==> src/rtl/indexed_insert_delete_array_macros.svh <==
// Assertion macros shared by the indexed insert/delete array RTL.
`ifndef INDEXED_INSERT_DELETE_ARRAY_MACROS_SVH
`define INDEXED_INSERT_DELETE_ARRAY_MACROS_SVH

// The consequent must hold in the same cycle as the antecedent.
`define IIDA_ASSERT_SAME(label, ante, cons, msg) \
   label: assert property (@(posedge clock) disable iff (reset) (ante) |-> (cons)) \
      else $error(msg);

// The consequent must hold in the cycle after the antecedent.
`define IIDA_ASSERT_NEXT(label, ante, cons, msg) \
   label: assert property (@(posedge clock) disable iff (reset) (ante) |=> (cons)) \
      else $error(msg);

`endif

==> src/rtl/iida_pkg.sv <==
// Shared types and codes of the indexed insert/delete array.
package iida_pkg;

   typedef enum logic [2:0] {
      CMD_APPEND  = 3'd0,
      CMD_INSERT  = 3'd1,
      CMD_READ    = 3'd2,
      CMD_REMOVE  = 3'd3,
      CMD_REPLACE = 3'd4
   } cmd_type;

   typedef enum logic [1:0] {
      STATUS_OK    = 2'd0,
      STATUS_RANGE = 2'd1,
      STATUS_FULL  = 2'd2
   } status_type;

   localparam int CmdBits    = 3;
   localparam int PosBits    = 7;
   localparam int DataBits   = 32;
   localparam int StatusBits = 2;
   localparam int CountBits  = 7;

   // Operation broadcast to every cell of the chain for one transfer.
   typedef struct packed {
      logic load;
      logic shift_up;
      logic shift_down;
      logic write;
      logic read;
   } cell_ctrl_type;

endpackage

==> src/rtl/iida_cell.sv <==
// One storage cell of the array chain, holding the entry at a fixed index.
module iida_cell
   import iida_pkg::*;
#(
   parameter int WORD_BITS = 32,
   parameter int IDX_W     = 6,
   parameter int INDEX     = 0
) (
   input  logic                 clock,
   input  cell_ctrl_type        ctrl,
   input  logic [IDX_W-1:0]     target,
   input  logic [WORD_BITS-1:0] new_word,
   input  logic [WORD_BITS-1:0] left_word,
   input  logic [WORD_BITS-1:0] right_word,
   output logic [WORD_BITS-1:0] word_out,
   output logic [WORD_BITS-1:0] rd_out
);

   localparam logic [IDX_W-1:0] MyIndex = IDX_W'(INDEX);

   logic [WORD_BITS-1:0] word_ff;
   logic [WORD_BITS-1:0] word_in;
   logic [WORD_BITS-1:0] rd_ff;
   logic [WORD_BITS-1:0] rd_in;

   always_comb begin
      word_in = word_ff;
      rd_in   = rd_ff;
      if (ctrl.load) begin
         if (ctrl.shift_up && (MyIndex > target)) begin
            word_in = left_word;
         end else if (ctrl.shift_down && (MyIndex >= target)) begin
            word_in = right_word;
         end else if (ctrl.write && (MyIndex == target)) begin
            word_in = new_word;
         end
         rd_in = (ctrl.read && (MyIndex == target)) ? word_ff : '0;
      end
   end

   always_ff @(posedge clock) begin
      word_ff <= word_in;
      rd_ff   <= rd_in;
   end

   assign word_out = word_ff;
   assign rd_out   = rd_ff;

endmodule

==> config.mk <==
export PLATFORM = sky130hd
export DESIGN_NAME = iida_cell
export DESIGN_NICKNAME = d
export VERILOG_FILES = /design/src/rtl/indexed_insert_delete_array_macros.svh /design/src/rtl/iida_pkg.sv /design/src/rtl/iida_cell.sv
export SDC_FILE = /design/constraint.sdc
export NUM_CORES = 1
export LEC_CHECK = 0
export ABC_AREA = 1
export BUFFER_PORTS_ARGS = -buffer_cell sky130_fd_sc_hd__buf_2
export CAP_MARGIN = 25
export CORE_MARGIN = 2
export CORE_UTILIZATION = 35
export DETAILED_ROUTE_END_ITERATION = 12
export HOLD_SLACK_MARGIN = 0.1
export PLACE_DENSITY_LB_ADDON = 0.1
export SLEW_MARGIN = 15
export SYNTH_ARGS = -nofsm -noshare
export SYNTH_HDL_FRONTEND = slang
export SYNTH_SLANG_ARGS = --single-unit
==> constraint.sdc <==
create_clock -name clock -period 4.3 [get_ports clock]
set_input_delay 0.43 -clock clock [delete_from_list [all_inputs] [get_ports clock]]
set_output_delay 0.43 -clock clock [all_outputs]
set_load 0.005 [all_outputs]
==> results of run 1 <==
-- synthesized netlist by cell type --
library cell	instances	area share
sky130_fd_sc_hd__nand2_4	1	0.0038
sky130_fd_sc_hd__nor2_4	27	0.10
sky130_fd_sc_hd__edfxtp_1	64	0.66
sky130_fd_sc_hd__inv_1	32	0.041
sky130_fd_sc_hd__buf_4	3	0.0077
sky130_fd_sc_hd__clkbuf_1	3	0.0038
sky130_fd_sc_hd__nor3_1	1	0.0017
sky130_fd_sc_hd__buf_2	4	0.0068
sky130_fd_sc_hd__nor2_8	1	0.0068
sky130_fd_sc_hd__nor2_2	5	0.011
sky130_fd_sc_hd__buf_6	3	0.012
sky130_fd_sc_hd__nand4_1	1	0.0021
sky130_fd_sc_hd__o21ai_0	1	0.0017
sky130_fd_sc_hd__nand2_1	64	0.082
sky130_fd_sc_hd__nand3_1	32	0.055
sky130_fd_sc_hd__inv_2	1	0.0013
sky130_fd_sc_hd__nor2_1	3	0.0038
sky130_fd_sc_hd__nand2_2	1	0.0021
-- power groups by stage --
stage	clock [mW]	sequential (mW)	combinational, mW
6_report	0.471	0.698	0.0791
5_1_grt	0.518	0.699	0.0894
4_1_cts	0.491	0.698	0.0810
3_5_place_dp	0	0.712	0.0807
3_3_place_gp	0	0.711	0.0793
2_1_floorplan	0	0.714	0.0250
-- cell usage in the layout (no fill, tap or decap) --
master                       count
sky130_fd_sc_hd__nand2_4         1
sky130_fd_sc_hd__edfxtp_1       64
sky130_fd_sc_hd__o21ai_0         1
sky130_fd_sc_hd__nand4_1         1
sky130_fd_sc_hd__nor2_4         27
sky130_fd_sc_hd__bufinv_16       1
sky130_fd_sc_hd__nor2_8          1
sky130_fd_sc_hd__nor3_2          1
sky130_fd_sc_hd__nor2_2          5
sky130_fd_sc_hd__clkinvlp_4      1
sky130_fd_sc_hd__clkinv_1        2
sky130_fd_sc_hd__nand2_1        64
sky130_fd_sc_hd__nand2_2         1
sky130_fd_sc_hd__clkbuf_8        9
sky130_fd_sc_hd__buf_4           3
sky130_fd_sc_hd__buf_2         138
sky130_fd_sc_hd__clkinv_2        1
sky130_fd_sc_hd__nand3_1        32
sky130_fd_sc_hd__inv_1          32
sky130_fd_sc_hd__nor2_1          3
sky130_fd_sc_hd__inv_2           1
-- flip-flops by register name (all words and copies together) (netlist names) --
name,cells
rd_out,32
word_out,32
-- kinds of logic (layout without fill, tap and decap cells) --
| family | after synthesis | in the layout | synth area share |
|---|---|---|---|
| AO/OA/AOI/OAI | 1 | 1 | 0.001704 |
| buffers and inverters | 46 | 188 | 0.07207 |
| AND/OR/NAND/NOR | 136 | 136 | 0.2712 |
| flip-flops | 64 | 64 | 0.6550 |
-- worst paths after layout --
path                                     end         start  slack (ps)  depth (start not counted)
worst max-delay path             word_out[5]       ctrl[2]        2250                          5
worst min-delay path            word_out[22]  new_word[22]         350                          3
worst max register to register     rd_out[2]   word_out[2]        3490                          2
worst min register to register    rd_out[20]  word_out[20]         580                          2
-- cell type report --
cell class	instances	area (um^2)	share of cell area
Clock inverter	5	50.05	0.01293
Sequential cell	64	1922	0.4966
Timing Repair Buffer	141	713.2	0.1843
Clock buffer	9	123.9	0.03201
Multi-Input combinational cell	137	805.8	0.2082
Inverter	33	123.9	0.03201
Tap cell	105	131.4	0.03395
-- worst max-delay path, stage by stage --
cell,delay (ps)
sky130_fd_sc_hd__buf_2,510
sky130_fd_sc_hd__nand4_1,620
sky130_fd_sc_hd__buf_4,440
sky130_fd_sc_hd__nand2_1,80
sky130_fd_sc_hd__nand2_1,50
-- layer usage --
metal,track usage,vias up
li1,-,1075
met1,0.1631,940
met2,0.2296,78
met3,0.03874,11
met4,0.07857,0
met5,0,-
==> run_summary.xml, run 1 <==
<?xml version="1.0" encoding="UTF-8"?>
<metrics>
  <group name="route">
    <metric name="met2RoutedLength" unit="um">3139</metric>
    <metric name="drt-pass1-iter-count" unit="">4</metric>
    <metric name="detailed_route_vias_per_instance" unit="">4.259</metric>
    <metric name="via_count" unit="">2104</metric>
    <metric name="drcViolationCount" unit="">0</metric>
    <metric name="topmost_layer_with_routed_signal_wires" unit="">met4</metric>
    <metric name="routed_wire_length" unit="um">6195</metric>
    <metric name="drtIter0Drc" unit="">51</metric>
    <metric name="routedLengthMet1" unit="um">2489</metric>
    <metric name="wl_met3" unit="um">439</metric>
    <metric name="final_antenna_net_count" unit="">0</metric>
    <metric name="post_drt_wl_per_cell" unit="um">12.54</metric>
  </group>
  <group name="logic_synthesis">
    <metric name="synth_cell_types" unit="">18</metric>
    <metric name="synth.ff_latch_count" unit="">64</metric>
    <metric name="seq_area_frac_synth" unit="">0.6550</metric>
    <metric name="synth_warnings" unit="">0</metric>
    <metric name="syn_area" unit="um^2">2934</metric>
    <metric name="synthesis.instances" unit="">247</metric>
    <metric name="synthesis.area_per_instance" unit="um^2">11.88</metric>
    <metric name="syn-num-nets" unit="">355</metric>
  </group>
  <group name="finish">
    <metric name="nNetsFinal" unit="">494</metric>
    <metric name="utilization" unit="">0.4734</metric>
    <metric name="antenna_cells_inserted" unit="">0</metric>
    <metric name="number_of_cells_in_the_finished_layout_apart_from_fillers" unit="">494</metric>
    <metric name="fillCellCount" unit="">794</metric>
    <metric name="final_layout_size_suffix_gt1_frac" unit="">0.4884</metric>
    <metric name="relative_area_change_from_synthesis_to_final_layout" unit="%">31.90</metric>
    <metric name="finish.instance_area" unit="um^2">3870</metric>
  </group>
  <group name="cts">
    <metric name="cts_hold_buf" unit="">0</metric>
    <metric name="clock_latency_at_the_later_pin_of_the_worst_skew_pair" unit="ps">330</metric>
    <metric name="clock_tree.htree_level_count" unit="">3</metric>
    <metric name="cts-resized-gates" unit="">0</metric>
    <metric name="cts_buf_count" unit="">9</metric>
    <metric name="clock_tree.buffer_depth" unit="">2</metric>
    <metric name="clock_transition_at_path_regs" unit="ps">70</metric>
    <metric name="library_cell_used_as_clock_root_buffer" unit="">sky130_fd_sc_hd__clkbuf_8</metric>
    <metric name="cts_setup_buffers" unit="">0</metric>
    <metric name="cts_num_sinks" unit="">64</metric>
    <metric name="tritoncts_clock_tree" unit="">built</metric>
  </group>
  <group name="timing">
    <metric name="max_slew.worst_pin.slew" unit="ps">880.0</metric>
    <metric name="fmaxAchievable" unit="GHz">0.4869</metric>
    <metric name="setup_viol" unit="">0</metric>
    <metric name="fin_ws" unit="ps">2246</metric>
    <metric name="count_of_endpoints_failing_hold_in_the_final_timing_report" unit="">0</metric>
    <metric name="fin_skew" unit="ps">5.578</metric>
    <metric name="finalCritPeriodShare" unit="">0.4776</metric>
    <metric name="slew_headroom" unit="">0.4128</metric>
    <metric name="timing_max_transition_violations_final" unit="">0</metric>
    <metric name="setup_tns" unit="ps">0</metric>
    <metric name="hold-worst-slack" unit="ps">354.6</metric>
    <metric name="final_period_minus_worst_setup_slack" unit="ps">2054</metric>
    <metric name="unrepaired_setup_endpoints_after_global_routing" unit="">no</metric>
  </group>
  <group name="power">
    <metric name="ir_worst_vdd" unit="uV">130.8</metric>
    <metric name="p_comb_frac" unit="">0.063</metric>
    <metric name="power.sequential.fraction" unit="">0.559</metric>
    <metric name="cellLeakagePower" unit="nW">1.852</metric>
    <metric name="power.switching" unit="uW">258.4</metric>
    <metric name="finalPower" unit="mW">1.248</metric>
    <metric name="power.density_cell_area" unit="nW/um^2">322.5</metric>
    <metric name="p_clk_frac" unit="">0.377</metric>
    <metric name="sw_frac_of_total" unit="">0.2071</metric>
    <metric name="power_report.internal_total" unit="uW">989.7</metric>
  </group>
  <group name="status">
    <metric name="run_status" unit="">completed</metric>
  </group>
  <group name="global_route">
    <metric name="antenna_found_initial" unit="">0</metric>
    <metric name="global_route.usage.total" unit="">0.1394</metric>
    <metric name="first_global_vias" unit="">1857</metric>
    <metric name="grt_first_pass_wirelength" unit="um">9156</metric>
    <metric name="largest_net_degree_at_the_start_of_global_routing" unit="">35</metric>
    <metric name="overflow_left_after_global_routing" unit="">0</metric>
  </group>
  <group name="floorplanning">
    <metric name="start_util" unit="">0.3589</metric>
    <metric name="core_area" unit="um^2">8175</metric>
    <metric name="row_count" unit="">33</metric>
    <metric name="floorplan.die.width" unit="um">95.56</metric>
    <metric name="fp.dieArea" unit="um^2">9132</metric>
    <metric name="io_pins" unit="">172</metric>
    <metric name="die_height" unit="um">95.56</metric>
  </group>
  <group name="critical_path">
    <metric name="worst-path-max-fanout" unit="">34</metric>
    <metric name="setup.worst_path.start_class" unit="">input port</metric>
    <metric name="crit_arrival" unit="ps">2140</metric>
    <metric name="timing.setup.critical_path_class" unit="">input port to flop</metric>
    <metric name="setup.worst_path.end_class" unit="">flop</metric>
    <metric name="timing.critical_path.required" unit="ps">4380</metric>
  </group>
  <group name="placed_design">
    <metric name="placement.cell_area" unit="um^2">3696</metric>
    <metric name="hpwl" unit="um">4410</metric>
    <metric name="preCtsSetupSlack" unit="ps">1836</metric>
    <metric name="dp_cells" unit="">480</metric>
    <metric name="buffers_added_on_ports" unit="">138</metric>
    <metric name="gp_routability_congestion" unit="">0.7254</metric>
  </group>
  <group name="job">
    <metric name="timing.max_cap.violations" unit="">0</metric>
  </group>
  <group name="hold_path">
    <metric name="worst_hold_path_type" unit="">input port to flop</metric>
  </group>
</metrics>
Power figures use the tool's default switching activity.
==> run 2: changes to the inputs <==
- clock period: 4.3 -> 1.97 ns (I/O delays scaled with it)
==> run_summary.xml, run 2 (synthesis results as in run 1) <==
<?xml version="1.0" encoding="UTF-8"?>
<metrics>
  <group name="status">
    <metric name="run_status" unit="">completed</metric>
  </group>
  <group name="hold_path">
    <metric name="worst_hold_path_type" unit="">input port to flop</metric>
    <metric name="hold_path.startpoint" unit="">new_word[15]</metric>
  </group>
  <group name="critical_path">
    <metric name="rr_startpoint" unit="">word_out[0]</metric>
    <metric name="timing.reg2reg.setup_slack" unit="ps">1160</metric>
    <metric name="critical_path.max_stage_delay" unit="ps">300</metric>
    <metric name="endpoint" unit="">word_out[20]</metric>
    <metric name="setup.worst_path.end_class" unit="">flop</metric>
    <metric name="worst-path-max-fanout" unit="">20</metric>
    <metric name="crit_arrival" unit="ps">1360</metric>
    <metric name="critical_path.top_delay_family" unit="">simple AND/OR/NAND/NOR gates</metric>
    <metric name="timing.setup.critical_path_class" unit="">input port to flop</metric>
    <metric name="worst_path_max_delay_cell" unit="">sky130_fd_sc_hd__nor2_8</metric>
    <metric name="worst_r2r_endpoint" unit="">rd_out[0]</metric>
    <metric name="worst_r2r_path_cells" unit="">2</metric>
    <metric name="critical_path.n_buffers_inverters" unit="">3</metric>
    <metric name="crit_chain" unit="">buf_2 &gt; nor2_1 &gt; inv_2 &gt; nor2_8 &gt; buf_4 &gt; nand3_1 &gt; nand2_1</metric>
    <metric name="crit_path_start" unit="">target[5]</metric>
    <metric name="setup.worst_path.start_class" unit="">input port</metric>
    <metric name="timing.critical_path.depth" unit="">7</metric>
    <metric name="timing.critical_path.required" unit="ps">2160</metric>
  </group>
  <group name="route">
    <metric name="drt-pass1-iter-count" unit="">4</metric>
    <metric name="detailed_route_vias_per_instance" unit="">4.311</metric>
    <metric name="post_drt_wl_per_cell" unit="um">12.73</metric>
    <metric name="via_count" unit="">2164</metric>
    <metric name="final_antenna_net_count" unit="">0</metric>
    <metric name="routed_wire_length" unit="um">6390</metric>
    <metric name="drtIter0Drc" unit="">60</metric>
    <metric name="drcViolationCount" unit="">0</metric>
  </group>
  <group name="cts">
    <metric name="clock_transition_at_path_regs" unit="ps">80</metric>
    <metric name="cts_buf_count" unit="">9</metric>
    <metric name="cts_setup_buffers" unit="">0</metric>
    <metric name="clock_tree.htree_level_count" unit="">3</metric>
    <metric name="cts_num_sinks" unit="">64</metric>
    <metric name="tritoncts_clock_tree" unit="">built</metric>
    <metric name="clock_latency_at_the_later_pin_of_the_worst_skew_pair" unit="ps">330</metric>
    <metric name="cts_hold_buf" unit="">0</metric>
    <metric name="library_cell_used_as_clock_root_buffer" unit="">sky130_fd_sc_hd__clkbuf_8</metric>
    <metric name="cts-resized-gates" unit="">0</metric>
    <metric name="clock_tree.buffer_depth" unit="">2</metric>
  </group>
  <group name="placed_design">
    <metric name="gp_routability_congestion" unit="">0.7760</metric>
    <metric name="hpwl" unit="um">4671</metric>
    <metric name="buffers_added_on_ports" unit="">138</metric>
    <metric name="dp_cells" unit="">486</metric>
  </group>
  <group name="floorplanning">
    <metric name="start_util" unit="">0.3589</metric>
    <metric name="row_count" unit="">33</metric>
    <metric name="core_area" unit="um^2">8175</metric>
    <metric name="floorplan.die.width" unit="um">95.56</metric>
    <metric name="fp.dieArea" unit="um^2">9132</metric>
    <metric name="die_height" unit="um">95.56</metric>
    <metric name="io_pins" unit="">172</metric>
  </group>
  <group name="finish">
    <metric name="nNetsFinal" unit="">500</metric>
    <metric name="final_layout_size_suffix_gt1_frac" unit="">0.4962</metric>
    <metric name="antenna_cells_inserted" unit="">0</metric>
    <metric name="relative_area_change_from_synthesis_to_final_layout" unit="%">34.16</metric>
    <metric name="layout.cells.most_common" unit="">sky130_fd_sc_hd__buf_2</metric>
    <metric name="layout.cells.most_common_list" unit="">sky130_fd_sc_hd__buf_2, sky130_fd_sc_hd__nand2_1, sky130_fd_sc_hd__edfxtp_1, sky130_fd_sc_hd__nand3_1, sky130_fd_sc_hd__inv_1</metric>
    <metric name="number_of_cells_in_the_finished_layout_apart_from_fillers" unit="">502</metric>
  </group>
  <group name="global_route">
    <metric name="grt_first_pass_wirelength" unit="um">9735</metric>
    <metric name="first_global_vias" unit="">1964</metric>
    <metric name="overflow_left_after_global_routing" unit="">0</metric>
    <metric name="antenna_found_initial" unit="">0</metric>
    <metric name="global_route.usage.total" unit="">0.1471</metric>
    <metric name="largest_net_degree_at_the_start_of_global_routing" unit="">33</metric>
  </group>
  <group name="timing">
    <metric name="max_slew.worst_pin.slew" unit="ps">445.0</metric>
    <metric name="fin_skew" unit="ps">7.119</metric>
    <metric name="setup_viol" unit="">0</metric>
    <metric name="hold-worst-slack" unit="ps">119.9</metric>
    <metric name="fmaxAchievable" unit="GHz">0.8550</metric>
    <metric name="timing_max_transition_violations_final" unit="">0</metric>
    <metric name="final_period_minus_worst_setup_slack" unit="ps">1170</metric>
    <metric name="setup_tns" unit="ps">0</metric>
    <metric name="count_of_endpoints_failing_hold_in_the_final_timing_report" unit="">0</metric>
    <metric name="slew_headroom" unit="">0.7033</metric>
    <metric name="finalCritPeriodShare" unit="">0.5937</metric>
    <metric name="unrepaired_setup_endpoints_after_global_routing" unit="">no</metric>
  </group>
  <group name="power">
    <metric name="ir_worst_vdd" unit="uV">350.8</metric>
    <metric name="cellLeakagePower" unit="nW">1.889</metric>
    <metric name="power.density_cell_area" unit="nW/um^2">709.0</metric>
  </group>
  <group name="job">
    <metric name="timing.max_cap.violations" unit="">0</metric>
  </group>
</metrics>
-- run 2: cell count changes in the layout (fill, tap and decap cells not counted), sizes merged --
cell,before,now
buf,141,147
clkbuf,9,11
clkinv,3,2
clkinvlp,1,2
-- run 2: cell type report --
class,instances,area [um^2]
clock buffer,11,131.4
clock inverter,5,57.56
fill,798,4239
inverter,33,123.9
multi-input combinational,137,812.0
sequential,64,1922
tap,105,131.4
timing repair buffer,147,758.2
-- run 2: power by group --
| part | switching, mW | internal (mW) | leakage (nW) |
|---|---|---|---|
| clock | 0.505 | 0.583 | 0.0872 |
| sequential | 0.00538 | 1.52 | 0.631 |
| combinational | 0.0934 | 0.0863 | 1.17 |
| total | 0.604 | 2.19 | 1.89 |
-- run 2: per-stage QoR --
step	setup slack [ps]	util	cell area [um^2]	power (mW)
2_1_floorplan	272.5	-	2945	1.614
5_1_grt	648.4	0.4815	3936	2.909
4_1_cts	765.8	0.4815	3936	2.834
6_report	800.4	0.4815	3936	2.791
3_5_place_dp	421.3	0.4584	3747	1.736
3_3_place_gp	435.4	0.4584	3747	1.733
-- run 2: worst min-delay path by stage --
stage               depth (start not counted)      endpoint  slack [ps]
finish                                      3  word_out[15]         120
global route                                3  word_out[28]         110
CTS                                         3  word_out[26]         110
detailed placement                          3  word_out[14]         460
global placement                            3  word_out[26]         460
floorplan                                   0     rd_out[0]         310
-- run 2: per-layer routing --
layer  part of all wire  vias to the layer above  global-route usage
li1                   -                     1091                   -
met5                  0                        -                   0
met3              0.072                        9             0.04506
met1               0.39                      986              0.1713
met2               0.52                       78              0.2500
met4              0.018                        0             0.06310
-- run 2: worst reg2reg max path, cell delays in order, from the launching register on --
cell and delay [ps]:
sky130_fd_sc_hd__edfxtp_1 440, sky130_fd_sc_hd__inv_1 80, sky130_fd_sc_hd__nor2_1 40
